**src/hdl/tsbe_pkg.sv**
```systemverilog
// shared types and constants of the tensor slice broadcast engine
`default_nettype none
package tsbe_pkg;

	localparam int NUM_DIM_REGS = 4;
	localparam int DIM_REG_W    = 4;
	localparam int PADDR_W      = 5;
	localparam int REG_IDX_W    = 3;
	localparam int DATA_W       = 32;

	localparam logic [REG_IDX_W-1:0] REG_DIM_SIZE_0   = 3'd0;
	localparam logic [REG_IDX_W-1:0] REG_DIM_SIZE_1   = 3'd1;
	localparam logic [REG_IDX_W-1:0] REG_DIM_SIZE_2   = 3'd2;
	localparam logic [REG_IDX_W-1:0] REG_DIM_SIZE_3   = 3'd3;
	localparam logic [REG_IDX_W-1:0] REG_COMBINE_MODE = 3'd4;

	localparam logic [1:0] FUNC_CLEAR = 2'd0;
	localparam logic [1:0] FUNC_APPLY = 2'd1;
	localparam logic [1:0] FUNC_READ  = 2'd2;

	localparam logic [1:0] ST_OK    = 2'd0;
	localparam logic [1:0] ST_RANGE = 2'd1;
	localparam logic [1:0] ST_SAT   = 2'd2;

	localparam logic [DATA_W-1:0] Q_ONE  = 32'h0001_0000;
	localparam logic [DATA_W-1:0] Q_ZERO = 32'h0000_0000;

	typedef struct packed {
		logic [1:0]  func;
		logic [1:0]  dim_select;
		logic [2:0]  slice_index;
		logic signed [31:0] alpha_value;
		logic [11:0] read_address;
	} req_t;

	typedef struct packed {
		logic signed [31:0] element_value;
		logic [1:0]         status;
	} rsp_t;

	typedef struct packed {
		logic [NUM_DIM_REGS-1:0][DIM_REG_W-1:0] dim_size;
		logic                                   combine_mode;
	} cfg_t;

	typedef struct packed {
		logic load;
		logic clear_we;
		logic walk_init;
		logic walk_step;
		logic rd_issue;
		logic respond;
	} cmd_t;

	typedef struct packed {
		logic [1:0] func;
		logic       apply_bad;
		logic       read_bad;
		logic       clr_last;
		logic       walk_last;
		logic       pipe_empty;
	} sts_t;

endpackage
`default_nettype wire

```
**src/hdl/tsbe_ctrl.sv**
```systemverilog
// controller state machine of the tensor slice broadcast engine
`default_nettype none
module tsbe_ctrl #(
	parameter int NUM_DIMS = 4
) (
	input  wire logic          clk,
	input  wire logic          arst_n,
	input  wire logic          start,
	input  wire tsbe_pkg::sts_t sts,
	output tsbe_pkg::cmd_t     cmd,
	output logic               busy
);

	localparam int SCW = $clog2(NUM_DIMS + 1);

	typedef enum logic [8:0] {
		S_IDLE      = 9'b000000001,
		S_SETUP     = 9'b000000010,
		S_CLEAR     = 9'b000000100,
		S_WALK_INIT = 9'b000001000,
		S_WALK      = 9'b000010000,
		S_DRAIN     = 9'b000100000,
		S_RD_ISSUE  = 9'b001000000,
		S_RD_DATA   = 9'b010000000,
		S_RESP      = 9'b100000000
	} state_t;

	state_t state_q, state_d;
	logic [SCW-1:0] set_q;
	logic setup_last;

	assign setup_last = (set_q == SCW'(NUM_DIMS - 1));
	assign busy = (state_q != S_IDLE);

	always_ff @(posedge clk or negedge arst_n) begin
		if (!arst_n) begin
			state_q <= S_IDLE;
			set_q   <= '0;
		end else begin
			state_q <= state_d;
			if (state_q == S_SETUP) begin
				set_q <= set_q + SCW'(1);
			end else begin
				set_q <= '0;
			end
		end
	end

	always_comb begin
		state_d = state_q;
		cmd = '0;
		case (state_q)
			S_IDLE: begin
				if (start) begin
					cmd.load = 1'b1;
					state_d = S_SETUP;
				end
			end
			S_SETUP: begin
				if (setup_last) begin
					case (sts.func)
						tsbe_pkg::FUNC_CLEAR: state_d = S_CLEAR;
						tsbe_pkg::FUNC_APPLY: state_d = sts.apply_bad ? S_RESP : S_WALK_INIT;
						tsbe_pkg::FUNC_READ:  state_d = sts.read_bad ? S_RESP : S_RD_ISSUE;
						default:              state_d = S_RESP;
					endcase
				end
			end
			S_CLEAR: begin
				cmd.clear_we = 1'b1;
				if (sts.clr_last) begin
					state_d = S_RESP;
				end
			end
			S_WALK_INIT: begin
				cmd.walk_init = 1'b1;
				state_d = S_WALK;
			end
			S_WALK: begin
				cmd.walk_step = 1'b1;
				if (sts.walk_last) begin
					state_d = S_DRAIN;
				end
			end
			S_DRAIN: begin
				if (sts.pipe_empty) begin
					state_d = S_RESP;
				end
			end
			S_RD_ISSUE: begin
				cmd.rd_issue = 1'b1;
				state_d = S_RD_DATA;
			end
			S_RD_DATA: begin
				cmd.respond = 1'b1;
				state_d = S_IDLE;
			end
			S_RESP: begin
				cmd.respond = 1'b1;
				state_d = S_IDLE;
			end
			default: begin
				state_d = S_IDLE;
			end
		endcase
	end

endmodule
`default_nettype wire

```
**config.mk**
```make
export PLATFORM = sky130hd
export DESIGN_NAME = tsbe_ctrl
export DESIGN_NICKNAME = d
export VERILOG_FILES = /design/src/hdl/tsbe_pkg.sv /design/src/hdl/tsbe_ctrl.sv
export SDC_FILE = /design/constraint.sdc
export NUM_CORES = 1
export LEC_CHECK = 0
export ABC_AREA = 1
export BUFFER_PORTS_ARGS = -buffer_cell sky130_fd_sc_hd__buf_4
export CELL_PAD_IN_SITES_DETAIL_PLACEMENT = 0
export CELL_PAD_IN_SITES_GLOBAL_PLACEMENT = 1
export CORE_MARGIN = 2
export CORE_UTILIZATION = 30
export CTS_CLUSTER_SIZE = 25
export DETAILED_ROUTE_END_ITERATION = 8
export GPL_TIMING_DRIVEN = 0
export PLACE_DENSITY = 0.65
export SYNTH_ARGS = -nofsm -noshare
export SYNTH_HDL_FRONTEND = slang
export SYNTH_SLANG_ARGS = --single-unit
export TNS_END_PERCENT = 1
```
**constraint.sdc**
```tcl
create_clock -name clk -period 1.5 [get_ports clk]
set_input_delay 0.075 -clock clk [delete_from_list [all_inputs] [get_ports clk]]
set_output_delay 0.075 -clock clk [all_outputs]
set_load 0.05 [all_outputs]
```
==> out/metrics.yaml <==
placed_cell_area_um2: 944.7
routed_via_density: 4.451
tritoncts: "yes"
synth-seq-area-share_pct: 38.87
max_cap_viol_count: 0
worst_pin_slew_ns: 0.3067
syn_to_final_growth_pct: 42.58
grt_pass1_vias: 669
drt-initial-drc-count: 6
grt_max_degree: 13
synth.area.top_cells: "dfrtp_1 35%, nor2_1 8.2%, nand2_1 7.7%, inv_1 7.3%, nand3_1 7.1%"
syn-num-nets: 118
yosysMostFrequentCell: "nor2_1"
core_area_mm2: 0.002455
clk_pin_slew_ns: 0.08
min_path_cells: 4
fin_setup_tns_ns: 0
io_buffers: 16
worst_setup_path_start_kind: "flip-flop"
final_nets: 147
ys.flop_type: "dfrtp_1"
critPathKind: "flip-flop to output port"
cts_buffer_depth: 2
wl_mm: 1.736
rsz0062_at_grt: "true"
rows: 18
arrival_ns: 1.42
whs_ns: 0.05985
setup_slack_ns: 0.009527
status: "complete, no violations"
cts_buffers: 3
synth-edff-count: 0
fin_skew_ns: 0.009009
avgSynthCellArea_um2: 7.318
first_pass_iters: 4
root_buffer: "clkbuf_4"
grt_overflow: 0
cp_max_fo: 4
min_path_type: "input pin to flip-flop"
fp.dieH_um: 54.85
start_util_pct: 31.60
io_pins: 17
cts.htree.levels: 1
fillerInstances: 256
grt_usage_pct: 13.76
slew_headroom_pct: 79.44
endpoint_kind: "output port"
die_w_um: 54.85
synth_warnings: 0
netlist_area_um2: 775.7
synthArstFlopShare_pct: 100.0
fmax_mhz: 670.9
crit_required_ns: 1.42
p_leak_nw: 0.5883
worstSkewPairLatency_ns: 0.27
power_mw: 1.416
antennaDiodeCount: 0
gp_congestion: 0.6896
power_density_mw_per_mm2: 1281
vias: 730
fin_area_mm2: 0.001106
synth_commonest_cells: "17 x nor2_1, 16 x nand2_1, 15 x inv_1"
grt_pass1_wl_mm: 2.870
r2r_setup_slack_ns: 0.08
route.detailed.drc: 0
drive_gt1_share_pct: 46.27
wl_per_cell_um: 10.59
setup_viol: 0
antenna_found_initial: 0
period_share_pct: 99.36
die_area_mm2: 0.003009
synth_top_area_share_pct: 35.48
slew_violations: 0
ys_types: 22
yosysTopAreaCell: "dfrtp_1"
hpwlAfterDp_mm: 1.363
ys_ff_latch: 12
period_minus_slack_ns: 1.490
pre_cts_slack_ns: 0.1534
syn_inst: 106
reg2regPathDepth: 8
peakVddDrop_v: 0.0007573
cts_sinks: 12
postRouteAntennaNets: 0
finalHoldViolations: 0
-- cell usage in the layout, fill, tap and decap left out, types with 5 or more instances in the layout --
cell type / count
nor2_1: 13
inv_2: 11
dfrtp_1: 10
inv_1: 13
nor2_4: 9
nand2_1: 13
buf_4: 17
nand2_2: 5
nand3_1: 11
buf_6: 5
-- metal layers --
metal  global-route usage [%]  vias to the layer above  part of all wire [%]
met4                    6.250                        0                   2.2
met5                        0                        -                     0
li1                         -                      387                     -
met2                    22.62                       11                    49
met3                    1.639                        5                   2.5
met1                    17.85                      327                    46
-- power breakdown --
| group | switching [mW] | internal, mW | leakage (nW) |
|---|---|---|---|
| sequential | 0.0328 | 0.385 | 0.160 |
| combinational | 0.516 | 0.272 | 0.413 |
| clock | 0.108 | 0.103 | 0.0150 |
| total | 0.656 | 0.760 | 0.588 |
-- final cells by class --
cell class / instances / area (µm²) / share of cell area (%)
Timing Repair Buffer: 24 / 209.0 / 18.89
Sequential cell: 12 / 302.8 / 27.38
Inverter: 24 / 90.09 / 8.145
Clock buffer: 4 / 26.28 / 2.376
Multi-Input combinational cell: 70 / 440.4 / 39.82
Tap cell: 30 / 37.54 / 3.394
-- registers in the layout, summed over array words and instances, names as in the netlist --
signal and cells:
set_q 3, state_q 9
-- cells by family (layout without fill, tap and decap cells) --
kind of cell	Yosys count	count (layout)	share of synthesized area [%]
AOI/OAI and AO/OA	5	5	3.224
adders and majority gates	2	2	3.225
buffers and inverters	24	52	11.61
DFF	12	12	38.87
and+or+nand+nor	63	63	43.06
-- worst paths after layout --
| path | to | startpoint |
|---|---|---|
| setup / recovery | cmd[5] | state_q[7] |
| hold / removal | state_q[6] | sts[3] |
| setup reg to reg | state_q[3] | state_q[7] |
| hold reg to reg | set_q[0] | set_q[0] |
| max in group asynchronous | state_q[0] | arst_n |
| min in group asynchronous | state_q[2] | arst_n |
-- stage by stage --
stage / instances / utilization, %
floorplan: 106 / -
detailed placement: 152 / 38.48
global route: 164 / 45.06
CTS: 160 / 42.66
finish: 164 / 45.06
global placement: 152 / 38.48
-- critical path, stage by stage (launching register included) --
cell     delay, ns
dfrtp_1       0.43
nor2_4        0.18
nand2_4       0.09
nor2_4        0.12
nand2_4       0.08
nor2_4        0.08
buf_6         0.15
-- repair_timing --
item / in CTS / in global routing
pin swaps: 4 / 3
buffers inserted: 3 / 4
resized for setup: 13 / 11
endpoints found under the hold margin: 12 / 0
endpoints found under the setup margin: 6 / 14
hold buffers: 1 / 0
Power figures use the tool's default switching activity.
